--- src/drm_pkg.sv ---
`timescale 1ns / 1ps
// ----------------------------------------------------------------------------
// Damage rectangle merger package
// Shared types, codes and constants for the merger core and its parts.
// ----------------------------------------------------------------------------
package drm_pkg;

   localparam int DEF_MAX_RECTS = 16;
   localparam int COORD_W       = 16;

   typedef enum logic [1:0] {
      ACT_ADD_SCREEN = 2'd0,
      ACT_ADD_WINDOW = 2'd1,
      ACT_RESET_LIST = 2'd2,
      ACT_MARK_ALL   = 2'd3
   } action_type;

   typedef enum logic [1:0] {
      OP_ADD   = 2'd0,
      OP_CLEAR = 2'd1,
      OP_FULL  = 2'd2,
      OP_NONE  = 2'd3
   } op_type;

   // classified request handed from the front to the back
   typedef struct packed {
      op_type            op;
      logic              status;
      logic [COORD_W-1:0] x;
      logic [COORD_W-1:0] y;
      logic [COORD_W-1:0] w;
      logic [COORD_W-1:0] h;
   } cmd_type;

   typedef struct packed {
      logic [COORD_W-1:0] x;
      logic [COORD_W-1:0] y;
      logic [COORD_W-1:0] w;
      logic [COORD_W-1:0] h;
   } box_type;

   typedef enum logic [3:0] {
      ST_IDLE,
      ST_SCAN_RD,
      ST_SCAN_CHK,
      ST_FOLD_RD,
      ST_FOLD_CHK,
      ST_MOVE_RD,
      ST_MOVE_WR,
      ST_APPEND,
      ST_DUMP_RD,
      ST_DUMP_OUT,
      ST_DUMP_EMPTY
   } state_type;

   function automatic logic boxes_touch(box_type a, box_type b);
      logic [COORD_W:0] ar, ab, br, bb;
      ar = {1'b0, a.x} + {1'b0, a.w};
      ab = {1'b0, a.y} + {1'b0, a.h};
      br = {1'b0, b.x} + {1'b0, b.w};
      bb = {1'b0, b.y} + {1'b0, b.h};
      return ({1'b0, a.x} <= br) && ({1'b0, b.x} <= ar) &&
             ({1'b0, a.y} <= bb) && ({1'b0, b.y} <= ab);
   endfunction

   function automatic box_type box_union(box_type a, box_type b);
      logic [COORD_W:0] ar, ab, br, bb, r, bt;
      box_type u;
      ar = {1'b0, a.x} + {1'b0, a.w};
      ab = {1'b0, a.y} + {1'b0, a.h};
      br = {1'b0, b.x} + {1'b0, b.w};
      bb = {1'b0, b.y} + {1'b0, b.h};
      r  = (ar > br) ? ar : br;
      bt = (ab > bb) ? ab : bb;
      u.x = (a.x < b.x) ? a.x : b.x;
      u.y = (a.y < b.y) ? a.y : b.y;
      u.w = COORD_W'(r - {1'b0, u.x});
      u.h = COORD_W'(bt - {1'b0, u.y});
      return u;
   endfunction

endpackage

--- src/drm_ram.sv ---
`timescale 1ns / 1ps
// ----------------------------------------------------------------------------
// Generic RAM
// One write port, one read port with registered read data.
// ----------------------------------------------------------------------------
module drm_ram #(
   parameter int WIDTH = 64,
   parameter int DEPTH = 16
) (
   input  logic                     clock,
   input  logic                     wr_en,
   input  logic [$clog2(DEPTH)-1:0] wr_addr,
   input  logic [WIDTH-1:0]         wr_data,
   input  logic [$clog2(DEPTH)-1:0] rd_addr,
   output logic [WIDTH-1:0]         rd_data
);

   logic [WIDTH-1:0] mem_ff [DEPTH];

   always_ff @(posedge clock) begin
      if (wr_en) begin
         mem_ff[wr_addr] <= wr_data;
      end
      rd_data <= mem_ff[rd_addr];
   end

endmodule

--- src/drm_front.sv ---
`timescale 1ns / 1ps
// ----------------------------------------------------------------------------
// Merger front end
// Clips requests to window and screen and classifies them into commands.
// ----------------------------------------------------------------------------
module drm_front
   import drm_pkg::*;
(
   input  logic                clock,
   input  logic                reset,
   input  logic                req_push,
   output logic                req_full,
   input  logic [1:0]          req_action,
   input  logic signed [16:0]  req_rect_x,
   input  logic signed [16:0]  req_rect_y,
   input  logic signed [17:0]  req_rect_width,
   input  logic signed [17:0]  req_rect_height,
   input  logic                req_window_active,
   input  logic signed [16:0]  req_window_x,
   input  logic signed [16:0]  req_window_y,
   input  logic [15:0]         req_window_width,
   input  logic [15:0]         req_window_height,
   input  logic [15:0]         disp_w,
   input  logic [15:0]         disp_h,
   output logic                cmd_valid,
   output cmd_type             cmd,
   input  logic                cmd_take
);

   // stage 1: window clip and offset; stage 2: screen clip
   logic               s1_valid_ff, s1_valid_in;
   logic [1:0]         s1_act_ff;
   logic               s1_bad_ff, s1_none_ff;
   logic signed [19:0] s1_l_ff, s1_t_ff, s1_r_ff, s1_b_ff;
   logic               q_valid_ff, q_valid_in;
   cmd_type            q_ff, q_in;

   logic signed [19:0] l0, t0, r0, b0, l1, t1, r1, b1;
   logic               win_empty, in_empty;
   logic               s1_adv;

   always_comb begin
      l0 = 20'(req_rect_x);
      t0 = 20'(req_rect_y);
      r0 = l0 + 20'(req_rect_width);
      b0 = t0 + 20'(req_rect_height);
      in_empty = (req_rect_width <= 0) || (req_rect_height <= 0);
      l1 = (l0 < 0) ? 20'sd0 : l0;
      t1 = (t0 < 0) ? 20'sd0 : t0;
      r1 = (r0 > $signed({4'd0, req_window_width})) ? $signed({4'd0, req_window_width}) : r0;
      b1 = (b0 > $signed({4'd0, req_window_height})) ? $signed({4'd0, req_window_height})
                                                      : b0;
      win_empty = in_empty || (r1 <= l1) || (b1 <= t1);
   end

   assign s1_adv   = !q_valid_ff || cmd_take;
   assign req_full = s1_valid_ff && !s1_adv;

   assign s1_valid_in = (req_push && !req_full) || (s1_valid_ff && !s1_adv);

   always_ff @(posedge clock) begin
      if (reset) begin
         s1_valid_ff <= 1'b0;
         q_valid_ff  <= 1'b0;
      end else begin
         s1_valid_ff <= s1_valid_in;
         q_valid_ff  <= q_valid_in;
      end
   end

   always_ff @(posedge clock) begin
      if (req_push && !req_full) begin
         s1_act_ff <= req_action;
         if (action_type'(req_action) == ACT_ADD_WINDOW) begin
            s1_bad_ff  <= !req_window_active;
            s1_none_ff <= !req_window_active || win_empty;
            s1_l_ff <= l1 + 20'(req_window_x);
            s1_t_ff <= t1 + 20'(req_window_y);
            s1_r_ff <= r1 + 20'(req_window_x);
            s1_b_ff <= b1 + 20'(req_window_y);
         end else begin
            s1_bad_ff  <= 1'b0;
            s1_none_ff <= in_empty;
            s1_l_ff <= l0;
            s1_t_ff <= t0;
            s1_r_ff <= r0;
            s1_b_ff <= b0;
         end
      end
      if (s1_valid_ff && s1_adv) begin
         q_ff <= q_in;
      end
   end

   logic signed [19:0] l2, t2, r2, b2, sw, sh;
   logic               scr_zero;

   always_comb begin
      sw = $signed({4'd0, disp_w});
      sh = $signed({4'd0, disp_h});
      scr_zero = (disp_w == 16'd0) || (disp_h == 16'd0);
      l2 = (s1_l_ff < 0) ? 20'sd0 : s1_l_ff;
      t2 = (s1_t_ff < 0) ? 20'sd0 : s1_t_ff;
      r2 = (s1_r_ff > sw) ? sw : s1_r_ff;
      b2 = (s1_b_ff > sh) ? sh : s1_b_ff;
      q_in = '0;
      q_in.op = OP_NONE;
      case (action_type'(s1_act_ff))
         ACT_ADD_SCREEN, ACT_ADD_WINDOW: begin
            if (s1_bad_ff) begin
               q_in.status = 1'b1;
            end else if (s1_act_ff == 2'(ACT_ADD_WINDOW) && s1_none_ff) begin
               q_in.status = 1'b0;
            end else if (scr_zero) begin
               q_in.status = 1'b1;
            end else if (!s1_none_ff && (r2 > l2) && (b2 > t2)) begin
               q_in.op = OP_ADD;
               q_in.x = l2[15:0];
               q_in.y = t2[15:0];
               q_in.w = 16'(r2 - l2);
               q_in.h = 16'(b2 - t2);
            end
         end
         ACT_RESET_LIST: q_in.op = OP_CLEAR;
         ACT_MARK_ALL: q_in.op = OP_FULL;
         default: q_in.op = OP_NONE;
      endcase
   end

   assign q_valid_in = (s1_valid_ff && s1_adv) || (q_valid_ff && !cmd_take);
   assign cmd_valid  = q_valid_ff;
   assign cmd        = q_ff;

endmodule

--- src/drm_back.sv ---
`timescale 1ns / 1ps
// ----------------------------------------------------------------------------
// Merger back end
// Walks the rectangle list in RAM, merges, and dumps the list as responses.
// ----------------------------------------------------------------------------
module drm_back
   import drm_pkg::*;
#(
   parameter int MAX_RECTS = DEF_MAX_RECTS
) (
   input  logic        clock,
   input  logic        reset,
   input  logic [15:0] disp_w,
   input  logic [15:0] disp_h,
   input  logic        cmd_valid,
   input  cmd_type     cmd,
   output logic        cmd_take,
   output logic        out_valid,
   input  logic        out_take,
   output logic        o_status,
   output logic        o_all_dirty,
   output logic [4:0]  o_rect_count,
   output logic        o_entry_valid,
   output box_type     o_box,
   output logic        o_last
);

   localparam int AW = (MAX_RECTS > 1) ? $clog2(MAX_RECTS) : 1;
   localparam int CW = $clog2(MAX_RECTS + 1);

   state_type     state_ff, state_in;
   logic [CW-1:0] count_ff, count_in;
   logic          full_ff, full_in;
   logic          status_ff, status_in;
   box_type       nbox_ff, nbox_in;
   box_type       acc_ff, acc_in;
   logic [CW-1:0] i_ff, i_in, j_ff, j_in;

   logic          we;
   logic [AW-1:0] wa, ra;
   box_type       wd, rd;

   drm_ram #(.WIDTH($bits(box_type)), .DEPTH(MAX_RECTS)) u_ram (
      .clock   (clock),
      .wr_en   (we),
      .wr_addr (wa),
      .wr_data (wd),
      .rd_addr (ra),
      .rd_data (rd)
   );

   always_ff @(posedge clock) begin
      if (reset) begin
         state_ff <= ST_IDLE;
         count_ff <= '0;
         full_ff  <= 1'b0;
      end else begin
         state_ff <= state_in;
         count_ff <= count_in;
         full_ff  <= full_in;
      end
      status_ff <= status_in;
      nbox_ff   <= nbox_in;
      acc_ff    <= acc_in;
      i_ff      <= i_in;
      j_ff      <= j_in;
   end

   logic scr_zero;
   box_type scr_box;
   assign scr_zero = (disp_w == 16'd0) || (disp_h == 16'd0);
   assign scr_box  = '{x: 16'd0, y: 16'd0, w: disp_w, h: disp_h};

   always_comb begin
      state_in  = state_ff;
      count_in  = count_ff;
      full_in   = full_ff;
      status_in = status_ff;
      nbox_in   = nbox_ff;
      acc_in    = acc_ff;
      i_in      = i_ff;
      j_in      = j_ff;
      we        = 1'b0;
      wa        = '0;
      wd        = acc_ff;
      ra        = AW'(i_ff);
      cmd_take  = 1'b0;
      out_valid = 1'b0;
      case (state_ff)
         ST_IDLE: begin
            if (cmd_valid) begin
               cmd_take  = 1'b1;
               status_in = cmd.status;
               nbox_in   = '{x: cmd.x, y: cmd.y, w: cmd.w, h: cmd.h};
               i_in      = '0;
               state_in  = ST_DUMP_RD;
               case (cmd.op)
                  OP_ADD: begin
                     if (!full_ff) state_in = ST_SCAN_RD;
                  end
                  OP_CLEAR: begin
                     count_in = '0;
                     full_in  = 1'b0;
                  end
                  OP_FULL: begin
                     if (!scr_zero) begin
                        we       = 1'b1;
                        wa       = '0;
                        wd       = scr_box;
                        count_in = CW'(1);
                        full_in  = 1'b1;
                     end
                  end
                  default: ;
               endcase
            end
         end
         ST_SCAN_RD: begin
            if (i_ff == count_ff) begin
               state_in = ST_APPEND;
            end else begin
               ra       = AW'(i_ff);
               state_in = ST_SCAN_CHK;
            end
         end
         ST_SCAN_CHK: begin
            if (boxes_touch(rd, nbox_ff)) begin
               acc_in   = box_union(rd, nbox_ff);
               we       = 1'b1;
               wa       = AW'(i_ff);
               wd       = box_union(rd, nbox_ff);
               j_in     = '0;
               state_in = ST_FOLD_RD;
            end else begin
               i_in     = i_ff + CW'(1);
               state_in = ST_SCAN_RD;
            end
         end
         ST_FOLD_RD: begin
            if (j_ff == count_ff) begin
               i_in     = '0;
               state_in = ST_DUMP_RD;
            end else if (j_ff == i_ff) begin
               j_in = j_ff + CW'(1);
            end else begin
               ra       = AW'(j_ff);
               state_in = ST_FOLD_CHK;
            end
         end
         ST_FOLD_CHK: begin
            if (boxes_touch(acc_ff, rd)) begin
               acc_in   = box_union(acc_ff, rd);
               we       = 1'b1;
               wa       = AW'(i_ff);
               wd       = box_union(acc_ff, rd);
               count_in = count_ff - CW'(1);
               if (i_ff == count_ff - CW'(1)) i_in = j_ff;
               state_in = ST_MOVE_RD;
            end else begin
               j_in     = j_ff + CW'(1);
               state_in = ST_FOLD_RD;
            end
         end
         ST_MOVE_RD: begin
            ra       = AW'(count_ff);
            state_in = ST_MOVE_WR;
         end
         ST_MOVE_WR: begin
            // last entry fills the freed slot; the accumulator follows if it was last
            we       = 1'b1;
            wa       = AW'(j_ff);
            wd       = (i_ff == j_ff) ? acc_ff : rd;
            state_in = ST_FOLD_RD;
         end
         ST_APPEND: begin
            if (count_ff >= CW'(MAX_RECTS)) begin
               we       = 1'b1;
               wa       = '0;
               wd       = scr_box;
               count_in = CW'(1);
               full_in  = 1'b1;
            end else begin
               we       = 1'b1;
               wa       = AW'(count_ff);
               wd       = nbox_ff;
               count_in = count_ff + CW'(1);
            end
            i_in     = '0;
            state_in = ST_DUMP_RD;
         end
         ST_DUMP_RD: begin
            ra       = AW'(i_ff);
            state_in = (count_ff == '0) ? ST_DUMP_EMPTY : ST_DUMP_OUT;
         end
         ST_DUMP_OUT: begin
            out_valid = 1'b1;
            if (out_take) begin
               i_in     = i_ff + CW'(1);
               state_in = (i_ff + CW'(1) == count_ff) ? ST_IDLE : ST_DUMP_RD;
            end
         end
         ST_DUMP_EMPTY: begin
            out_valid = 1'b1;
            if (out_take) state_in = ST_IDLE;
         end
         default: state_in = ST_IDLE;
      endcase
   end

   assign o_status      = status_ff;
   assign o_all_dirty   = full_ff;
   assign o_rect_count  = 5'(count_ff);
   assign o_entry_valid = (state_ff == ST_DUMP_OUT);
   assign o_box         = (state_ff == ST_DUMP_OUT) ? rd : '0;
   assign o_last        = (state_ff == ST_DUMP_EMPTY) || (i_ff + CW'(1) == count_ff);

endmodule

--- src/damage_rect_merger_core.sv ---
`timescale 1ns / 1ps
// ----------------------------------------------------------------------------
// Damage rectangle merger core
// Keeps a bounded list of screen damage rectangles and emits it per request.
// Flow: the front clip stages, the hand-over to the back end, a scan of the
// list, then either a fold pass that checks the other entries and moves the
// last entry into each freed slot, or an append; then one response per entry.
// The back end handles one request at a time; the front can queue the next.
// Reset clears list count and full flag; screen size registers reset to 0.
// ----------------------------------------------------------------------------
module damage_rect_merger_core
   import drm_pkg::*;
#(
   parameter int MAX_RECTS = DEF_MAX_RECTS
) (
   input  logic               clock,
   input  logic               reset,
   input  logic               csr_valid,
   output logic               csr_ready,
   input  logic               csr_index,
   input  logic [15:0]        csr_data,
   input  logic               push,
   output logic               full,
   input  logic [1:0]         req_action,
   input  logic signed [16:0] req_rect_x,
   input  logic signed [16:0] req_rect_y,
   input  logic signed [17:0] req_rect_width,
   input  logic signed [17:0] req_rect_height,
   input  logic               req_window_active,
   input  logic signed [16:0] req_window_x,
   input  logic signed [16:0] req_window_y,
   input  logic [15:0]        req_window_width,
   input  logic [15:0]        req_window_height,
   output logic               empty,
   input  logic               pop,
   output logic               rsp_status,
   output logic               rsp_all_dirty,
   output logic [4:0]         rsp_rect_count,
   output logic               rsp_entry_valid,
   output logic [15:0]        rsp_out_x,
   output logic [15:0]        rsp_out_y,
   output logic [15:0]        rsp_out_width,
   output logic [15:0]        rsp_out_height,
   output logic               rsp_last
);

   logic [15:0] scr_w_ff, scr_h_ff;
   logic        cmd_valid, cmd_take, out_valid;
   cmd_type     cmd;
   box_type     obox;

   assign csr_ready = 1'b1;

   always_ff @(posedge clock) begin
      if (reset) begin
         scr_w_ff <= '0;
         scr_h_ff <= '0;
      end else if (csr_valid) begin
         if (csr_index == 1'b0) scr_w_ff <= csr_data;
         else                   scr_h_ff <= csr_data;
      end
   end

   drm_front u_front (
      .clock, .reset,
      .req_push (push), .req_full (full),
      .req_action, .req_rect_x, .req_rect_y, .req_rect_width, .req_rect_height,
      .req_window_active, .req_window_x, .req_window_y,
      .req_window_width, .req_window_height,
      .disp_w (scr_w_ff), .disp_h (scr_h_ff),
      .cmd_valid, .cmd, .cmd_take
   );

   drm_back #(.MAX_RECTS(MAX_RECTS)) u_back (
      .clock, .reset,
      .disp_w (scr_w_ff), .disp_h (scr_h_ff),
      .cmd_valid, .cmd, .cmd_take,
      .out_valid, .out_take (pop),
      .o_status (rsp_status), .o_all_dirty (rsp_all_dirty),
      .o_rect_count (rsp_rect_count), .o_entry_valid (rsp_entry_valid),
      .o_box (obox), .o_last (rsp_last)
   );

   assign empty          = !out_valid;
   assign rsp_out_x      = obox.x;
   assign rsp_out_y      = obox.y;
   assign rsp_out_width  = obox.w;
   assign rsp_out_height = obox.h;

   a_count_bound: assert property (@(posedge clock) disable iff (reset)
      rsp_rect_count <= 5'(MAX_RECTS)) else $error("list count overflow");
   a_empty_list: assert property (@(posedge clock) disable iff (reset)
      (!empty && !rsp_entry_valid) |-> (rsp_last && rsp_rect_count == 5'd0))
      else $error("empty list response malformed");
   a_full_one: assert property (@(posedge clock) disable iff (reset)
      (!empty && rsp_all_dirty && rsp_entry_valid) |-> rsp_rect_count == 5'd1)
      else $error("collapsed list not single");

endmodule

--- config.mk ---
export PLATFORM = sky130hd
export DESIGN_NAME = damage_rect_merger_core
export DESIGN_NICKNAME = d
export VERILOG_FILES = /design/src/drm_pkg.sv /design/src/drm_ram.sv /design/src/drm_front.sv /design/src/drm_back.sv /design/src/damage_rect_merger_core.sv
export SDC_FILE = /design/constraint.sdc
export NUM_CORES = 2
export LEC_CHECK = 0
export ABC_AREA = 1
export BUFFER_PORTS_ARGS = -buffer_cell sky130_fd_sc_hd__buf_2
export CAP_MARGIN = 20
export CORE_MARGIN = 2
export CORE_UTILIZATION = 50
export CTS_BUF_LIST = sky130_fd_sc_hd__clkbuf_4
export CTS_CLUSTER_SIZE = 30
export DETAILED_ROUTE_END_ITERATION = 16
export PLACE_DENSITY = 0.66
export SLEW_MARGIN = 40
export SYNTH_ARGS = -nofsm -noshare
export SYNTH_HDL_FRONTEND = slang
export SYNTH_SLANG_ARGS = --single-unit
--- constraint.sdc ---
create_clock -name clock -period 10 [get_ports clock]
set_clock_uncertainty 0.15 [all_clocks]
set_input_delay 0 -clock clock [delete_from_list [all_inputs] [get_ports clock]]
set_output_delay 0 -clock clock [all_outputs]
set_load 0.005 [all_outputs]
# Yosys cells after proc, flatten, opt, wreduce, memory -nomap -nowiden
# Memory sizes are Yosys's and may differ from the RTL's. A register that Yosys moved wholly into a read port is not among the register bits.
# Cells that the tools add are included.
op_classes:
  mux: 93
  div_mod_pow: 0
  bitwise: 3
  n_reduce_logical: 52
  n_addsub: 22
  order_cmp: 31
  mul: 0
  n_eq_ne: 37
  shifts: 0
ops:
  columns: ["cell", "n"]
  rows:
  - ["$mux W64", 8]
  - ["$pmux W64 S5", 1]
  - ["$mux W20", 12]
  - ["$le A16 B17 Y1", 8]
  - ["$mux W16", 8]
  - ["$pmux W64 S2", 1]
  - ["$add A16 B16 Y17", 6]
  - ["$sub A16 B16 Y16", 6]
  - ["$add A20 B17 Y20", 4]
  - ["$gt A20 B17 Y1", 4]
  - ["$mux W5", 14]
  - ["$gt A17 B17 Y1", 4]
  - ["$lt A16 B16 Y1", 4]
  - ["$mux W4", 13]
  - ["$pmux W4 S11", 1]
  - ["$gt A20 B20 Y1", 2]
  - ["$le A20 B20 Y1", 2]
  - ["$lt A20 B1 Y1 const B", 2]
  - ["$add A17 B18 Y19", 2]
  - ["$le A18 B1 Y1 const B", 2]
  - ["$lt A17 B1 Y1 const B", 2]
  - ["$logic_not A16 Y1", 2]
  - ["$eq A5 B5 Y1", 6]
  - ["$pmux W5 S3", 2]
  - ["other kinds (39)", 122]
word_totals:
  out_inout_bits: 76
  input_bits: 161
  word_cells: 270
  memories: 1
  latchBits: 0
  rom_bits: 0
  ff_bits: 334
  ramBits: 1024
mem_list:
  columns: ["memory", "words", "width", "read_ports", "rd_clocked_by_memory_dff", "write_ports", "line_no", "text"]
  rows:
  - ["u_back.u_ram.mem_ff", 16, 64, 1, 1, 1, "drm_ram.sv:18", "logic [WIDTH-1:0] mem_ff [DEPTH];"]

# Depth between registers and ports, before layout
depth:
  depth_word: 10
  depth_mapped: 45
  depth_no_buf: 44

# Modules after synthesis
# From an unflattened synthesis, not the netlist that was laid out.
unflattened:
  cells_unflattened: 11058
  hier_area_um2: 90515.6
by_module_without_submodules:
  columns: ["module", "instances", "area_each_um2", "cells_each"]
  rows:
  - ["drm_ram", 1, 45174.6, 4210]
  - ["drm_back", 1, 27277.4, 4357]
  - ["drm_front", 1, 16729.8, 2311]
  - ["damage_rect_merger_core", 1, 1333.8, 180]

# Worst setup path after synthesis
# No wires, ideal clock.
synth_path:
  path_kind: "flip-flop to flip-flop"
  startpoint: "reg u_back.acc_ff[0] in the netlist's numbering"
  endpoint: "mem u_back.u_ram.mem_ff[13][0] (enable)"
  period_less_slack_ns: 7.024
  required_ns: 9.364
  setup_ns: 0.486
  path_stages_with_launch: 26
  arrival_ns: 6.387
  setup_slack_ns: 2.976
  path_buffers: 1
  path_cell_list: "edfxtp_1 > ha_1 > fa_1 > nand3_1 > nand2_1 > nand2_1 > nand2_1 > a21oi_1 > o21ai_0 > a21oi_1 > o21bai_1 > a21oi_1 > xor2_1 > inv_1 > ha_1 > nand4_1 > nor4_1 > nand3_1 > nand2_1 > nand2_1 > nor2_4 > buf_6 > nand3_1 > nand3_1 > nand2_1 > nor2_1"
synth_via:
  elab_chain_len: 7
  word_cells_on_any_way: 9
  cone_classes: "add/sub (1); order compare (1); mux (6); reduce/logical (1)"
synth_lines:
  columns: ["element", "line_no", "text"]
  rows:
  - ["from (decl)", "drm_back.sv:36", "box_type acc_ff, acc_in;"]
  - ["from (signal assigned)", "drm_back.sv:64", "acc_ff <= acc_in;"]
  - ["$add A16 B16 Y17 *", "drm_pkg.sv:59", "ab = {1'b0, a.y} + {1'b0, a.h};"]
  - ["$le A16 B17 Y1 *", "drm_pkg.sv:63", "({1'b0, a.y} <= bb) && ({1'b0, b.y} <= ab);"]
  - ["$logic_and A1 B1 Y1 *", "drm_pkg.sv:63", null]
  - ["$mux W1", "drm_back.sv:151", "if (boxes_touch(acc_ff, rd)) begin"]
  - ["$pmux W1 S4", "drm_back.sv:89", "case (state_ff)"]
  - ["$mux W1", "drm_ram.sv:21", "if (wr_en) begin"]
  - ["$mux W1 (implied by the code)", "drm_ram.sv:22", "mem_ff[wr_addr] <= wr_data;"]
  - ["to (decl)", "drm_ram.sv:18", null]
# Every way passes the cells marked *; elsewhere a longest branch is shown, timed or not.

# Worst setup path after layout
layout_path:
  startpoint: "in req_rect_x[2]"
  endpoint: "reg u_front.s1_r_ff[17], data pin"
layout_via:
  elab_chain_len: 5
layout_lines:
  columns: ["element", "line_no", "text"]
  rows:
  - ["from (decl)", "damage_rect_merger_core.sv:25", "input logic signed [16:0] req_rect_x,"]
  - ["$add A17 B18 Y19 *", "drm_front.sv:45", "r0 = l0 + 20'(req_rect_width);"]
  - ["$gt A20 B17 Y1", "drm_front.sv:50", "r1 = (r0 > $signed({4'd0, req_window_width})) ? $signed({4'd0, req_window_width}) : r0;"]
  - ["$mux W20", "drm_front.sv:50", null]
  - ["$add A20 B17 Y20", "drm_front.sv:79", "s1_r_ff <= r1 + 20'(req_window_x);"]
  - ["$mux W20 *", "drm_front.sv:74", "if (action_type'(req_action) == ACT_ADD_WINDOW) begin"]
  - ["to (signal assigned)", "drm_front.sv:79", null]
  - ["to (signal assigned)", "drm_front.sv:86", "s1_r_ff <= r0;"]
  - ["to (decl)", "drm_front.sv:34", "logic signed [19:0] s1_l_ff, s1_t_ff, s1_r_ff, s1_b_ff;"]
# Marked as above.
# A chain may end at the register's enable or synchronous reset.

==> flow_results.xml <==
<?xml version="1.0" encoding="UTF-8"?>
<metrics>
  <group name="die">
    <metric name="die_h" unit="µm">419</metric>
    <metric name="start_util" unit="%">50.2</metric>
    <metric name="placement_rows" unit="">152</metric>
    <metric name="width_of_the_die" unit="µm">419</metric>
    <metric name="core_area" unit="µm²">171000</metric>
    <metric name="io-pin-count" unit="">237</metric>
    <metric name="die-area" unit="µm²">175000</metric>
  </group>
  <group name="finish">
    <metric name="layout_cell_share_with_drive_strength_beyond_1" unit="%">9.98</metric>
    <metric name="fin_area" unit="µm²">99700</metric>
    <metric name="area_growth_syn_to_layout" unit="%">15.9</metric>
    <metric name="n_fill_cell" unit="">15100</metric>
    <metric name="postLayoutCoreUtil" unit="%">58.2</metric>
    <metric name="finalNetCount" unit="">11300</metric>
  </group>
  <group name="placed_design">
    <metric name="hpwl" unit="mm">234</metric>
    <metric name="gp_routability_congestion" unit="">1.02</metric>
    <metric name="place_area" unit="µm²">89900</metric>
    <metric name="place.port_buffers" unit="">235</metric>
    <metric name="place_ws" unit="ns">1.82</metric>
  </group>
  <group name="global_route">
    <metric name="initial_antenna_violation_count" unit="">28</metric>
    <metric name="grt_start_max_net_pins" unit="">216</metric>
    <metric name="globalRoute.totalOverflow" unit="">0</metric>
    <metric name="first_global_vias" unit="">71900</metric>
    <metric name="grt_usage" unit="%">37.2</metric>
    <metric name="global_route_wire_length_before_repair" unit="mm">477</metric>
  </group>
  <group name="setup_path">
    <metric name="crit_path_max_incr_delay" unit="ns">0.60</metric>
    <metric name="setup.worst_path.class" unit="">input port to register</metric>
    <metric name="timing.rr.start" unit="">u_back.nbox_ff[50]</metric>
    <metric name="cell_seen_most_often_among_critical_path_stages" unit="">dlygate4sd3_1</metric>
    <metric name="crit_path_start_kind" unit="">input port</metric>
    <metric name="startpoint" unit="">req_rect_x[2]</metric>
    <metric name="cpMaxStageDelayCell" unit="">dlygate4sd3_1</metric>
    <metric name="crit_path_capture_type" unit="">register</metric>
    <metric name="critPathRequiredTime" unit="ns">10.87</metric>
    <metric name="reg2regPathDepth" unit="">31</metric>
    <metric name="cp_max_fo" unit="">18</metric>
    <metric name="cp_data_arrival_time" unit="ns">10.38</metric>
  </group>
  <group name="synthesis">
    <metric name="synthesis.instances" unit="">9652</metric>
    <metric name="synth_top_flop_cell" unit="">edfxtp_1</metric>
    <metric name="synth.ff_latch_count" unit="">1422</metric>
    <metric name="synth_edf_count" unit="">1314</metric>
    <metric name="share_of_flip_flops_with_an_asynchronous_set_or_reset" unit="%">0</metric>
    <metric name="yosys.cell_types.count" unit="">63</metric>
    <metric name="synth_top_cell_area_share" unit="%">45.9</metric>
    <metric name="syn-cell-area" unit="µm²">86000</metric>
    <metric name="post-synth-top-area-cell" unit="">edfxtp_1</metric>
    <metric name="yosysWarnings" unit="">0</metric>
    <metric name="ys_seq_area_share" unit="%">48.4</metric>
    <metric name="synth.top_cells.by_area" unit="">edfxtp_1 (46%), ha_1 (9.5%), nand2_1 (9.0%)</metric>
    <metric name="postSynthNetCount" unit="">10500</metric>
    <metric name="syn_area_per_cell" unit="µm²">8.91</metric>
  </group>
  <group name="hold_path">
    <metric name="min-delay-start" unit="">req_window_height[1]</metric>
    <metric name="min_path_type" unit="">input port to register</metric>
    <metric name="whs_path_depth" unit="">12</metric>
  </group>
  <group name="clock_tree">
    <metric name="cts.root.buffer_cell" unit="">clkbuf_4</metric>
    <metric name="clock_sink_count" unit="">1422</metric>
    <metric name="cts_tree" unit="">yes</metric>
    <metric name="cts_buffer_depth" unit="">4</metric>
    <metric name="cts_max_level" unit="">5</metric>
    <metric name="num_cts_buffers" unit="">386</metric>
    <metric name="clock_latency" unit="ns">1.44</metric>
    <metric name="clk_pin_slew" unit="ns">0.06</metric>
  </group>
  <group name="route">
    <metric name="totalWireLength" unit="mm">331</metric>
    <metric name="postRouteAntennaNets" unit="">0</metric>
    <metric name="routedWlPerCell" unit="µm">25.4</metric>
    <metric name="drt_drc_violations_left" unit="">0</metric>
    <metric name="via_count" unit="">75900</metric>
    <metric name="drt-initial-drc-count" unit="">7945</metric>
    <metric name="via_per_inst" unit="">5.82</metric>
    <metric name="drt_pass1_iterations" unit="">8</metric>
  </group>
  <group name="sta">
    <metric name="finalWorstSetupSlack" unit="ns">0.490</metric>
    <metric name="tightest_slew" unit="ns">0.958</metric>
    <metric name="setup-violations-final" unit="">0</metric>
    <metric name="tns" unit="ns">0</metric>
    <metric name="maximum_frequency_from_static_timing_analysis" unit="MHz">105</metric>
    <metric name="slew_viol_final" unit="">0</metric>
    <metric name="slew_headroom" unit="%">36.2</metric>
    <metric name="finalHoldViolations" unit="">0</metric>
    <metric name="final_cycle_share" unit="%">95.1</metric>
    <metric name="finalWorstPathRequiredPeriod" unit="ns">9.51</metric>
  </group>
  <group name="status">
    <metric name="status" unit="">complete, no violations</metric>
  </group>
  <group name="run">
    <metric name="max_cap_viol_count" unit="">0</metric>
  </group>
</metrics>
[per-stage QoR]
stage | hold slack (ns) | cells
after global placement | 0.0869 | 11800
final | 0.146 | 13000
after CTS | 0.0132 | 13000
after detailed placement | 0.0997 | 11800
after floorplan | -0.0809 | 9652
after global routing | 0.126 | 13000
[path summary, 6_finish.rpt]
path / slack [ns] / endpoint
setup reg to reg: 1.69 / u_back.u_ram.mem_ff[10][30]
setup / recovery: 0.49 / u_front.s1_r_ff[17]
hold / removal: 0.15 / u_front.s1_b_ff[18]
hold reg to reg: 0.22 / u_back.nbox_ff[43]
[layout by cell type, fill, tap and decap left out, drive strengths merged, types with 108 or more instances in the layout]
cell type       n
buf           359
inv          1358
nand2        2070
xor2          160
nor2          577
dlygate4sd3   468
edfxtp       1314
ha            656
o211ai        575
a21oi         630
nand3         732
dfxtp         108
o21ai         524
clkbuf        570
[critical path: cells and delay by family]
kind | cells | cell delay [ns]
AO/OA/AOI/OAI | 13 | 2.73
adder cells (fa/ha/maj) | 3 | 0.89
buffers and inverters | 11 | 4.80
XOR/XNOR | 1 | 0.16
AND/OR/NAND/NOR | 10 | 1.77
[flip-flops by register name, summed over array words and instances (netlist names), 64 cells and up]
| name | count |
|---|---|
| u_front.cmd | 67 |
| u_back.u_ram.rd_data | 64 |
| u_back.nbox_ff | 64 |
| u_back.acc_ff | 64 |
| u_back.u_ram.mem_ff | 1024 |
[logic make-up after synthesis]
family	after synthesis	synth area share [%]
AO/OA/AOI/OAI	1951	13.8
buffers and inverters	1750	7.92
flip-flops	1422	48.4
AND/OR/NAND/NOR	3627	17.6
other	1	0.00436
adder cells (fa/ha/maj)	674	9.96
XOR/XNOR	227	2.31
[layer usage]
layer  vias up  wire [µm]  GRT usage, %
li1      35400          -             -
met1     36000     132000          47.9
met2      3587     150000          58.0
met3       835      25100          6.07
met4        24      23100          24.2
met5         -        159             0
[timing repair]
| action | CTS | global route |
|---|---|---|
| gates resized for setup | 0 | 15 |
| hold endpoints to repair | 188 | 5 |
| buffers inserted | 0 | 0 |
| hold buffers | 468 | 1 |
| endpoints found under the setup margin | 0 | 6 |
[synthesized netlist by cell type, drive strengths merged (67+ instances only)]
master / number
nand2: 2070
inv: 1353
edfxtp: 1314
nand3: 732
ha: 656
a21oi: 630
nor2: 577
o211ai: 575
o21ai: 524
clkbuf: 210
buf: 180
xor2: 160
dfxtp: 108
nand4: 99
nor3: 72
xnor2: 67
[cell type report]
| cell class | instances | area [µm²] | area share, % |
|---|---|---|---|
| sequential | 1422 | 41600 | 41.8 |
| clock buffer | 570 | 4280 | 4.29 |
| multi-input combinational | 6480 | 38000 | 38.2 |
| clock inverter | 92 | 469 | 0.471 |
| inverter | 1360 | 5120 | 5.14 |
| timing repair buffer | 827 | 7240 | 7.26 |
| tap | 2233 | 2790 | 2.80 |
| antenna | 48 | 120 | 0.121 |
Power is left out: the tool's default activity adds up to more than one toggle a clock period on the data nets, which glitch-free logic cannot reach.
